## config.mk

```make
export PLATFORM = sky130hd
export DESIGN_NAME = periodic_task_tick_scheduler_core
export DESIGN_NICKNAME = d
export VERILOG_FILES = /design/src/design/ptts_pkg.sv /design/src/design/ptts_mem.sv /design/src/design/ptts_alu.sv /design/src/design/periodic_task_tick_scheduler_core.sv
export SDC_FILE = /design/constraint.sdc
export NUM_CORES = 1
export LEC_CHECK = 0
export BUFFER_PORTS_ARGS = -buffer_cell sky130_fd_sc_hd__buf_2
export CORE_ASPECT_RATIO = 1.1
export CORE_MARGIN = 3
export CORE_UTILIZATION = 69
export CTS_BUF_LIST = sky130_fd_sc_hd__clkbuf_2 sky130_fd_sc_hd__clkbuf_4 sky130_fd_sc_hd__clkbuf_8
export CTS_CLUSTER_DIAMETER = 40
export CTS_CLUSTER_SIZE = 10
export DETAILED_ROUTE_END_ITERATION = 16
export PLACE_DENSITY = 0.87
export SLEW_MARGIN = 20
export SYNTH_ARGS = -nofsm -noshare
export SYNTH_HDL_FRONTEND = slang
export SYNTH_SLANG_ARGS = --single-unit
```

## constraint.sdc

```tcl
create_clock -name i_clk -period 8 [get_ports i_clk]
set_clock_uncertainty 0.2 [all_clocks]
set_input_delay 0.8 -clock i_clk [delete_from_list [all_inputs] [get_ports i_clk]]
set_output_delay 0.8 -clock i_clk [all_outputs]
set_load 0.01 [all_outputs]
```

## src/design/ptts_pkg.sv

```systemverilog
// ptts_pkg: shared types and constants for the periodic task tick scheduler.
// No dependencies.

package ptts_pkg;

    localparam logic [2:0] OP_TICK    = 3'd0;
    localparam logic [2:0] OP_CREATE  = 3'd1;
    localparam logic [2:0] OP_SUSPEND = 3'd2;
    localparam logic [2:0] OP_RESUME  = 3'd3;
    localparam logic [2:0] OP_DELETE  = 3'd4;

    localparam int MAX_RESULTS = 8;
    localparam int CNT_W       = 4;

    typedef struct packed {
        logic [2:0]  opcode;
        logic [2:0]  slot;
        logic [15:0] period;
        logic [15:0] first_delay;
    } t_req;

    typedef struct packed {
        logic [2:0] task_slot;
        logic       task_due;
        logic       create_failed;
        logic       last_of_run;
    } t_rsp;

    typedef struct packed {
        logic rd_en;
        logic cd_we;
        logic rl_we;
    } t_mem_cmd;

    typedef struct packed {
        logic        due;
        logic        wr_en;
        logic [15:0] cd_next;
    } t_alu_res;

endpackage

```

## src/design/ptts_mem.sv

```systemverilog
// ptts_mem: countdown and reload-period slot memories, registered read.
// Countdown entries read as zero until first written. Uses ptts_pkg.

module ptts_mem #(
    parameter int NUM_SLOTS = 8,
    parameter int IW        = 3
) (
    input  logic              i_clk,
    input  logic              i_rst_n,
    input  ptts_pkg::t_mem_cmd i_cmd,
    input  logic [IW-1:0]     i_wr_addr,
    input  logic [15:0]       i_cd_wdata,
    input  logic [15:0]       i_rl_wdata,
    input  logic [IW-1:0]     i_rd_addr,
    output logic [15:0]       o_cd_rdata,
    output logic [15:0]       o_rl_rdata
);

    logic [15:0]          r_cd_mem [NUM_SLOTS];
    logic [15:0]          r_rl_mem [NUM_SLOTS];
    logic [NUM_SLOTS-1:0] r_cd_vld;
    logic                 r_rd_vld;
    logic [15:0]          r_cd_q;
    logic [15:0]          r_rl_q;

    always_ff @(posedge i_clk) begin
        if (i_cmd.cd_we) begin
            r_cd_mem[i_wr_addr] <= i_cd_wdata;
        end
        if (i_cmd.rl_we) begin
            r_rl_mem[i_wr_addr] <= i_rl_wdata;
        end
        if (i_cmd.rd_en) begin
            r_cd_q <= r_cd_mem[i_rd_addr];
            r_rl_q <= r_rl_mem[i_rd_addr];
        end
    end

    always_ff @(posedge i_clk) begin
        if (!i_rst_n) begin
            r_cd_vld <= '0;
            r_rd_vld <= 1'b0;
        end else begin
            if (i_cmd.cd_we) begin
                r_cd_vld[i_wr_addr] <= 1'b1;
            end
            if (i_cmd.rd_en) begin
                r_rd_vld <= r_cd_vld[i_rd_addr];
            end
        end
    end

    assign o_cd_rdata = r_rd_vld ? r_cd_q : 16'd0;
    assign o_rl_rdata = r_rl_q;

endmodule

```

## src/design/ptts_alu.sv

```systemverilog
// ptts_alu: shared 16-bit decrement unit for one slot visit per cycle.
// Picks countdown or reload period, subtracts one, flags due. Uses ptts_pkg.

module ptts_alu (
    input  logic               i_active,
    input  logic               i_occupied,
    input  logic [15:0]        i_countdown,
    input  logic [15:0]        i_reload,
    output ptts_pkg::t_alu_res o_res
);

    logic        w_zero;
    logic [15:0] w_operand;

    assign w_zero    = (i_countdown == 16'd0);
    assign w_operand = w_zero ? i_reload : i_countdown;

    assign o_res.cd_next = w_operand - 16'd1;
    assign o_res.due     = i_active & w_zero & i_occupied;
    // empty slot parked at zero keeps its value
    assign o_res.wr_en   = i_active & (~w_zero | i_occupied);

endmodule

```

## src/design/periodic_task_tick_scheduler_core.sv

```systemverilog
// periodic_task_tick_scheduler_core: slot table sequencer, one slot per cycle.
// Create/suspend/resume/delete give their result in the cycle after the request.
// Tick: busy for the slot walk through the single memory read
// port and shared decrement unit; results stream out, the last in the same cycle busy drops.
// Throughput: one non-tick request per cycle while idle; none is taken while busy.
// Reset (sync, active low) empties and suspends all slots and zeroes countdowns.

module periodic_task_tick_scheduler_core #(
    parameter int NUM_SLOTS = 8
) (
    input  logic           i_clk,
    input  logic           i_rst_n,
    input  logic           start,
    output logic           busy,
    input  ptts_pkg::t_req i_req,
    output logic           o_rsp_valid,
    output ptts_pkg::t_rsp o_rsp
);

    localparam int IW = (NUM_SLOTS > 1) ? $clog2(NUM_SLOTS) : 1;
    localparam int CW = $clog2(NUM_SLOTS + 1);

    localparam logic ST_IDLE = 1'b0;
    localparam logic ST_TICK = 1'b1;

    logic                     r_state, n_state;
    logic [NUM_SLOTS-1:0]     r_occ, n_occ;
    logic [NUM_SLOTS-1:0]     r_act, n_act;
    logic [CW-1:0]            r_rd_idx, n_rd_idx;
    logic                     r_pv, n_pv;
    logic [IW-1:0]            r_p_idx, n_p_idx;
    logic [ptts_pkg::CNT_W-1:0] r_cnt, n_cnt;
    logic                     r_pend, n_pend;
    logic [2:0]               r_pend_slot, n_pend_slot;
    logic                     r_out_valid, n_out_valid;
    ptts_pkg::t_rsp           r_out, n_out;

    logic [IW-1:0]            w_slot_idx;
    logic                     w_in_range;
    logic                     w_fail;
    ptts_pkg::t_mem_cmd       w_cmd;
    logic [IW-1:0]            w_wr_addr;
    logic [15:0]              w_cd_wdata;
    logic [15:0]              w_cd_rdata;
    logic [15:0]              w_rl_rdata;
    ptts_pkg::t_alu_res       w_alu;

    assign w_slot_idx = IW'(i_req.slot);
    assign w_in_range = (int'(i_req.slot) < NUM_SLOTS);

    ptts_mem #(
        .NUM_SLOTS (NUM_SLOTS),
        .IW        (IW)
    ) u_mem (
        .i_clk      (i_clk),
        .i_rst_n    (i_rst_n),
        .i_cmd      (w_cmd),
        .i_wr_addr  (w_wr_addr),
        .i_cd_wdata (w_cd_wdata),
        .i_rl_wdata (i_req.period),
        .i_rd_addr  (r_rd_idx[IW-1:0]),
        .o_cd_rdata (w_cd_rdata),
        .o_rl_rdata (w_rl_rdata)
    );

    ptts_alu u_alu (
        .i_active    (r_act[r_p_idx]),
        .i_occupied  (r_occ[r_p_idx]),
        .i_countdown (w_cd_rdata),
        .i_reload    (w_rl_rdata),
        .o_res       (w_alu)
    );

    always_comb begin
        n_state     = r_state;
        n_occ       = r_occ;
        n_act       = r_act;
        n_rd_idx    = r_rd_idx;
        n_pv        = r_pv;
        n_p_idx     = r_p_idx;
        n_cnt       = r_cnt;
        n_pend      = r_pend;
        n_pend_slot = r_pend_slot;
        n_out_valid = 1'b0;
        n_out       = r_out;
        w_fail      = 1'b0;
        w_cmd       = '0;
        w_wr_addr   = w_slot_idx;
        w_cd_wdata  = i_req.first_delay;

        case (r_state)
            ST_IDLE: begin
                if (start) begin
                    if (i_req.opcode == ptts_pkg::OP_TICK) begin
                        n_state  = ST_TICK;
                        n_rd_idx = '0;
                        n_pv     = 1'b0;
                        n_cnt    = '0;
                        n_pend   = 1'b0;
                    end else begin
                        case (i_req.opcode)
                            ptts_pkg::OP_CREATE: begin
                                if (!w_in_range || r_occ[w_slot_idx]) begin
                                    w_fail = 1'b1;
                                end else begin
                                    n_occ[w_slot_idx] = 1'b1;
                                    n_act[w_slot_idx] = 1'b1;
                                    w_cmd.cd_we       = 1'b1;
                                    w_cmd.rl_we       = 1'b1;
                                end
                            end
                            ptts_pkg::OP_SUSPEND: begin
                                if (w_in_range) begin
                                    n_act[w_slot_idx] = 1'b0;
                                end
                            end
                            ptts_pkg::OP_RESUME: begin
                                if (w_in_range) begin
                                    n_act[w_slot_idx] = 1'b1;
                                end
                            end
                            ptts_pkg::OP_DELETE: begin
                                if (w_in_range) begin
                                    n_occ[w_slot_idx] = 1'b0;
                                end
                            end
                            default: begin
                            end
                        endcase
                        n_out_valid = 1'b1;
                        n_out = '{task_slot: i_req.slot, task_due: 1'b0,
                                  create_failed: w_fail, last_of_run: 1'b1};
                    end
                end
            end
            ST_TICK: begin
                n_pv = 1'b0;
                if (r_rd_idx < CW'(NUM_SLOTS)) begin
                    w_cmd.rd_en = 1'b1;
                    n_rd_idx    = r_rd_idx + 1'b1;
                    n_pv        = 1'b1;
                    n_p_idx     = r_rd_idx[IW-1:0];
                end
                if (r_pv) begin
                    w_cmd.cd_we = w_alu.wr_en;
                    w_wr_addr   = r_p_idx;
                    w_cd_wdata  = w_alu.cd_next;
                    // hold each due slot until the next one shows it is not last
                    if (w_alu.due && (int'(r_cnt) < ptts_pkg::MAX_RESULTS)) begin
                        if (r_pend) begin
                            n_out_valid = 1'b1;
                            n_out = '{task_slot: r_pend_slot, task_due: 1'b1,
                                      create_failed: 1'b0, last_of_run: 1'b0};
                        end
                        n_pend      = 1'b1;
                        n_pend_slot = 3'(r_p_idx);
                        n_cnt       = r_cnt + 1'b1;
                    end
                end else if (r_rd_idx == CW'(NUM_SLOTS)) begin
                    n_out_valid = 1'b1;
                    n_out = '{task_slot: r_pend ? r_pend_slot : 3'd0, task_due: r_pend,
                              create_failed: 1'b0, last_of_run: 1'b1};
                    n_state = ST_IDLE;
                end
            end
            default: begin
                n_state = ST_IDLE;
            end
        endcase
    end

    always_ff @(posedge i_clk) begin
        if (!i_rst_n) begin
            r_state     <= ST_IDLE;
            r_occ       <= '0;
            r_act       <= '0;
            r_rd_idx    <= '0;
            r_pv        <= 1'b0;
            r_p_idx     <= '0;
            r_cnt       <= '0;
            r_pend      <= 1'b0;
            r_pend_slot <= '0;
            r_out_valid <= 1'b0;
            r_out       <= '0;
        end else begin
            r_state     <= n_state;
            r_occ       <= n_occ;
            r_act       <= n_act;
            r_rd_idx    <= n_rd_idx;
            r_pv        <= n_pv;
            r_p_idx     <= n_p_idx;
            r_cnt       <= n_cnt;
            r_pend      <= n_pend;
            r_pend_slot <= n_pend_slot;
            r_out_valid <= n_out_valid;
            r_out       <= n_out;
        end
    end

    assign busy        = (r_state != ST_IDLE);
    assign o_rsp_valid = r_out_valid;
    assign o_rsp       = r_out;

endmodule

```

==> results of run 1 <==
-- through the flow --
step | hold WS [ps] | area [µm²]
after floorplan | 235 | 13800
after global placement | 229 | 14300
after detailed placement | 244 | 14300
after CTS | 258 | 15000
after global routing | 283 | 15100
final | 259 | 15100
-- routing by layer --
metal | up-vias | track usage, % | part of all wire (%)
met3 | 71 | 5.53 | 8.1
met2 | 392 | 44.3 | 51
met5 | - | 0 | 0
met1 | 3855 | 37.1 | 38
met4 | 0 | 9.88 | 3.7
li1 | 3324 | - | -
-- cell type report --
type	instances	area (µm²)
Clock buffer	49	624
Clock inverter	6	57.6
Fill cell	1054	4300
Inverter	7	26.3
Multi-Input combinational cell	412	4050
Sequential cell	337	9640
Tap cell	247	309
Timing Repair Buffer	61	358
-- worst max-delay path: stages, from the launching register on --
cell,delay [ps]
edfxtp_1,420
nor3_1,630
nand2_2,260
o21ai_4,660
a22oi_1,200
ha_1,310
o211ai_1,270
nor4_1,140
xor2_1,190
o21ai_0,660
-- cells by family (layout without fill, tap and decap cells) --
kind of cell / Yosys count / in the layout / share of synthesized area (%)
simple gates: 154 / 154 / 5.65
compound gates: 125 / 125 / 6.68
fa+ha+maj: 3 / 3 / 0.272
mux: 117 / 117 / 15.3
xor+xnor: 13 / 13 / 0.824
buf+inv: 52 / 123 / 1.61
flops: 337 / 337 / 69.7
-- cell usage in the layout (no fill, tap or decap), types with 12 or more instances in the layout --
cell,Yosys,routed
a21oi_1,20,12
a22oi_1,12,12
buf_2,4,48
buf_4,2,12
clkbuf_8,0,41
dfxtp_1,49,46
edfxtp_1,288,288
mux2_2,37,37
mux4_2,71,71
nand2_1,41,41
nand3_1,14,14
nor2_1,36,36
nor3_1,13,13
o21a_1,13,13
o21ai_0,27,26
o221a_2,12,12
-- flip-flops by register name (all words and copies together), names as in the netlist, named ones only --
signal / count
u_mem.r_cd_mem: 128
u_mem.r_rl_mem: 128
u_mem.o_rl_rdata: 16
u_mem.r_cd_q: 16
u_mem.r_cd_vld: 8
o_rsp: 6
r_cnt: 4
r_rd_idx: 4
r_p_idx: 3
r_pend_slot: 3
busy: 1
o_rsp_valid: 1
r_pend: 1
r_pv: 1
u_mem.r_rd_vld: 1
-- where the power goes --
part / leakage, nW / switching [W] / internal [W]
logic: 1.44 / 0.0000778 / 0.0000488
clock network: 0.363 / 0.000553 / 0.000538
registers: 2.99 / 0.0000106 / 0.00192
-- how the worst max path moves through the flow --
| stage | startpoint | endpoint | slack (ps) |
|---|---|---|---|
| global route | u_mem.r_cd_q[8] | u_mem.r_cd_mem[3][12] | 3440 |
| floorplan | i_req[34] | u_mem.r_cd_mem[1][0] | 4440 |
| detailed placement | i_req[32] | u_mem.r_cd_mem[2][3] | 3810 |
| global placement | i_req[32] | u_mem.r_cd_mem[1][5] | 3980 |
| CTS | u_mem.r_cd_q[8] | u_mem.r_cd_mem[3][12] | 3830 |
| finish | u_mem.r_cd_q[8] | u_mem.r_cd_mem[3][12] | 3730 |
==> metrics.cfg, run 1 <==
[status]
status=completed

[cts]
ctsLongestPathBuffers=3
ctsHoldBuffers=0
post_cts_resize_count=0
clk_pin_slew_ps=80
h-tree-depth=2
cts.sinks=337
cts_setup_buffers=0
insertion_delay_ps=540
tritoncts=built
cts_root_buf=clkbuf_8
cts_made_buffers=41

[route]
final_antenna_net_count=0
first_pass_iters=5
routedWlPerCell_um=26.1
drtIter0Drc=829
drc=0
drt_wl_total_mm=29.2
via_per_inst=6.83
dr_total_vias=7642

[synth]
synth.most_common_cell=edfxtp_1
synth.distinct_cells=66
synth_area_per_cell_um2=17.2
yosysTopAreaCellShare_pct=62.6
postSynthCellCount=801
synth_area_mm2=0.0138
synthTopCellsByArea=edfxtp_1 (63%), mux4_2 (12%), dfxtp_1 (7.1%)
synth_edf_count=288
ys_seq_area_share_pct=69.7
ys_seq_elements=337
synth_top_area_cell=edfxtp_1
synth_top_cells_by_count=edfxtp_1 (288), mux4_2 (71), dfxtp_1 (49), nand2_1 (41), mux2_2 (37)
syn_nets=845
yosys_warnings=0
synthFlopType=edfxtp_1
synthArstFlopShare_pct=0

[timing]
fin_ws_ps=3730
tightest_slew_ps=1020
fin_crit_ps=4270
slew_headroom_pct=31.1
setup-violations-final=0
rsz0062_at_grt=no
hold_viol_final=0
fin_setup_tns_ps=0
slew_violations=0
fmax_mhz=234
final.period_utilization_pct=53.4

[grt]
grt_pass1_wl_mm=44.0
overflow=0
grt_start_max_net_pins=72
grt.total_usage_pct=27.1
antenna_found_initial=0
grt_pass1_vias=7530

[power_and_ir_drop]
p_leak_nw=4.80
powerDensity_mw_per_mm2=209
vdd_drop_max_uv=187
power_w=0.00314

[worst_setup_path]
crit_path_end_kind=flop
r2r_cells=9
crit_fanout=25
crit_required_ps=8010
r2r-start=u_mem.r_cd_q[8]
rr_endpoint=u_mem.r_cd_mem[3][12]
rrSetupSlack_ps=3730
arrival_ps=4280
startpoint_type=flop
critPathKind=reg2reg

[placed_design]
gp_congestion=0.906
placed_cells=1063
hpwl_mm=18.3
portBuffers=48
pre_cts_ws_ps=3810

[cells_and_area]
nets=904
final_layout_size_suffix_gt1_share_pct=29.7
area_growth_pct=9.06
layout.cells.non_filler=1119
n_antenna_cell=0
final_util_pct=77.8

[floorplanning]
core-area_mm2=0.0194
die_area_mm2=0.0218
initial_core_util_pct=71.3
rows=53
die_w_um=141
boundaryPins=49
dieHeight_um=154

[hold_path]
hold_end=o_rsp[2]
min_delay_path_depth=1
holdCritPathClass=reg2reg
holdCritStartpoint=o_rsp[2]

[run]
cap_violations=0

No activity file was read; power rests on OpenSTA's default activity.
==> run 2: changes to the inputs <==
--- a/config.mk
+++ b/config.mk
@@ -8,12 +8,12 @@
 export BUFFER_PORTS_ARGS = -buffer_cell sky130_fd_sc_hd__buf_2
 export CORE_ASPECT_RATIO = 1.1
 export CORE_MARGIN = 3
-export CORE_UTILIZATION = 69
+export CORE_UTILIZATION = 58
 export CTS_BUF_LIST = sky130_fd_sc_hd__clkbuf_2 sky130_fd_sc_hd__clkbuf_4 sky130_fd_sc_hd__clkbuf_8
 export CTS_CLUSTER_DIAMETER = 40
 export CTS_CLUSTER_SIZE = 10
 export DETAILED_ROUTE_END_ITERATION = 16
-export PLACE_DENSITY = 0.87
+export PLACE_DENSITY = 0.78
 export SLEW_MARGIN = 20
 export SYNTH_ARGS = -nofsm -noshare
 export SYNTH_HDL_FRONTEND = slang
==> constraint.sdc (replaced) <==
create_clock -name i_clk -period 3.4 [get_ports i_clk]
set_clock_uncertainty 0.2 [all_clocks]
set_input_delay 0.34 -clock i_clk [delete_from_list [all_inputs] [get_ports i_clk]]
set_output_delay 0.34 -clock i_clk [all_outputs]
set_load 0.01 [all_outputs]
==> run 2 against run 1 <==
Compared with the run above: via count grew 2.4%; utilization shrank 10 points; cell count grew 10%; final area grew 3.4%; critical path type unchanged; critical endpoint is now u_mem.r_cd_mem[6][9].
==> metrics.cfg, run 2 (synthesis gave the netlist of run 1 again) <==
[status]
status=completed

[grt]
grt_pass1_wl_mm=48.0  ; +9.1%
grt_pass1_vias=8133  ; +8.0%
grt_start_max_net_pins=40  ; -44%
overflow=0  ; unchanged
grt.total_usage_pct=24.2  ; -2.9 points
antenna_found_initial=0  ; unchanged

[power_and_ir_drop]
p_comb_share_pct=4.1  ; about the same
vdd_drop_max_uv=416  ; +120%
power_w=0.00775  ; +150%
p_leak_nw=5.08  ; +5.8%
clkPwrFrac_pct=37.3  ; +2.6 points
swShare_pct=20.5  ; +0.090 points
p_sw_w=0.00159  ; +150%
powerDensity_mw_per_mm2=498  ; +140%
seqPwrFrac_pct=58.5  ; -2.8 points
internal_power_w=0.00616  ; +150%

[cts]
cts_setup_buffers=0  ; unchanged
ctsLongestPathBuffers=3  ; unchanged
cts_root_buf=clkbuf_8
tritoncts=built
insertion_delay_ps=550  ; about the same
h-tree-depth=2  ; unchanged
cts.sinks=337  ; unchanged
cts_made_buffers=42  ; +2.4%
clk_pin_slew_ps=70  ; about the same

[worst_setup_path]
crit_fanout=8  ; -68%
r2r-start=u_mem.r_cd_q[4]
critPathLaunch=u_mem.r_cd_q[4]
critPathKind=reg2reg
crit_required_ps=3450  ; -4560 ps
crit_path_end_kind=flop
startpoint_type=flop
r2r_cells=7  ; -2
arrival_ps=3290  ; -990 ps
rrSetupSlack_ps=160  ; -3570 ps
rr_endpoint=u_mem.r_cd_mem[6][9]

[timing]
slew_violations=0  ; unchanged
hold_ws_ps=45.4  ; -214 ps
tightest_slew_ps=887  ; -135 ps
fin_setup_tns_ps=0  ; unchanged
setup-violations-final=0  ; unchanged
fmax_mhz=309  ; +32%
hold_viol_final=0  ; unchanged
final.period_utilization_pct=95.3  ; +42 points
slew_headroom_pct=40.2  ; +9.1 points
fin_crit_ps=3240  ; -1030 ps
rsz0062_at_grt=no

[placed_design]
portBuffers=48  ; unchanged
hpwl_mm=20.0  ; +8.9%
gp_congestion=0.906  ; about the same

[route]
routedWlPerCell_um=24.9  ; -4.6%
via_per_inst=6.35  ; -7.0%
drt_wl_total_mm=30.7  ; +5.0%
first_pass_iters=5  ; unchanged
drc=0  ; unchanged
drtIter0Drc=792  ; -4.5%
dr_total_vias=7824  ; +2.4%
final_antenna_net_count=0  ; unchanged

[floorplanning]
boundaryPins=49  ; unchanged
initial_core_util_pct=59.7  ; -12 points
die_area_mm2=0.0257  ; +18%
rows=58  ; +9.4%
core-area_mm2=0.0231  ; +20%
dieHeight_um=168  ; +8.7%
die_w_um=153  ; +8.7%

[cells_and_area]
final_layout_size_suffix_gt1_share_pct=32.1  ; +2.4 points
multi_input_area_mm2=0.00399  ; -1.5%
final_cell_mix=edfxtp_1 (288), mux4_2 (71), buf_2 (48)
ff_latch_area_mm2=0.00964  ; about the same
n_antenna_cell=0  ; unchanged
nets=951  ; +5.2%
top_regs=u_mem.r_cd_mem (128), u_mem.r_rl_mem (128)
area_growth_pct=12.8
final_common_cell=edfxtp_1
nFillCells=1514  ; +44%

[hold_path]
holdCritPathClass=in2reg
hold_end=u_mem.r_cd_mem[1][10]
holdCritStartpoint=i_req[10]
min_delay_path_depth=2  ; +1

[run]
cap_violations=0  ; unchanged

==> run 2: changes by cell type in the layout (fill, tap and decap cells not counted), moves of 2 or more <==
cell	previous run	this run
dlygate4sd3_1	0	18
o21ai_1	4	7
clkinv_1	3	5
clkbuf_8	41	45
a21oi_4	8	0
o21ai_0	26	23
clkbuf_4	8	14
clkinvlp_4	0	2
a21oi_2	0	8
buf_4	12	41
==> run 2: cell type report <==
| cell class | instances | share of cell area, % |
|---|---|---|
| clock buffer | 59 | 4.65 |
| inverter | 7 | 0.169 |
| sequential | 337 | 61.8 |
| multi-input combinational | 412 | 25.6 |
| clock inverter | 10 | 0.650 |
| tap | 300 | 2.41 |
| timing repair buffer | 107 | 4.67 |
==> run 2: timing repair <==
item                       4_1_cts  5_1_grt
setup endpoints to repair        0       32
hold buffers                    18        0
resized for setup                0        4
hold endpoints to repair       130        0
==> run 2: power groups by stage <==
stage	Clock [W]	Combinational (W)	Sequential (W)
global route	0.00314	0.000345	0.00454
finish	0.00289	0.000321	0.00454
global placement	0	0.000291	0.00463
detailed placement	0	0.000301	0.00463
CTS	0.00294	0.000320	0.00454
floorplan	0	0.000187	0.00461
==> run 2: stage by stage <==
| stage | setup WS (ps) | util (%) | cell area, µm² | instances |
|---|---|---|---|---|
| 6_report | 161 | 67.3 | 15600 | 1232 |
| 5_1_grt | 29.6 | 67.3 | 15600 | 1232 |
| 4_1_cts | 106 | 67.3 | 15600 | 1232 |
| 3_5_place_dp | 141 | 63.0 | 14600 | 1145 |
| 3_3_place_gp | 265 | 63.0 | 14600 | 1145 |
| 2_1_floorplan | 226 | - | 13800 | 801 |
==> run 2: worst max path at each step <==
stage                             to  slack, ps  cells past startpoint
3_5_place_dp   u_mem.r_cd_mem[6][14]        140                      9
2_1_floorplan  u_mem.r_cd_mem[0][12]        230                     10
5_1_grt         u_mem.r_cd_mem[6][9]         30                      7
6_report        u_mem.r_cd_mem[6][9]        160                      7
3_3_place_gp    u_mem.r_rl_mem[0][6]        270                      7
4_1_cts        u_mem.r_cd_mem[4][14]        110                      9
==> run 2: layer usage <==
| layer | GRT usage (%) | share of wire, % |
|---|---|---|
| met5 | 0 | 0 |
| met4 | 7.87 | 2.8 |
| met3 | 3.57 | 4.7 |
| met2 | 43.5 | 54 |
| met1 | 30.5 | 38 |
==> run 2: critical path, stage by stage (launching register included) <==
cell,delay (ps)
edfxtp_1,420
buf_4,170
or3_1,370
o31ai_1,280
o21ai_1,230
a2111oi_0,590
xor2_1,140
o21ai_1,540
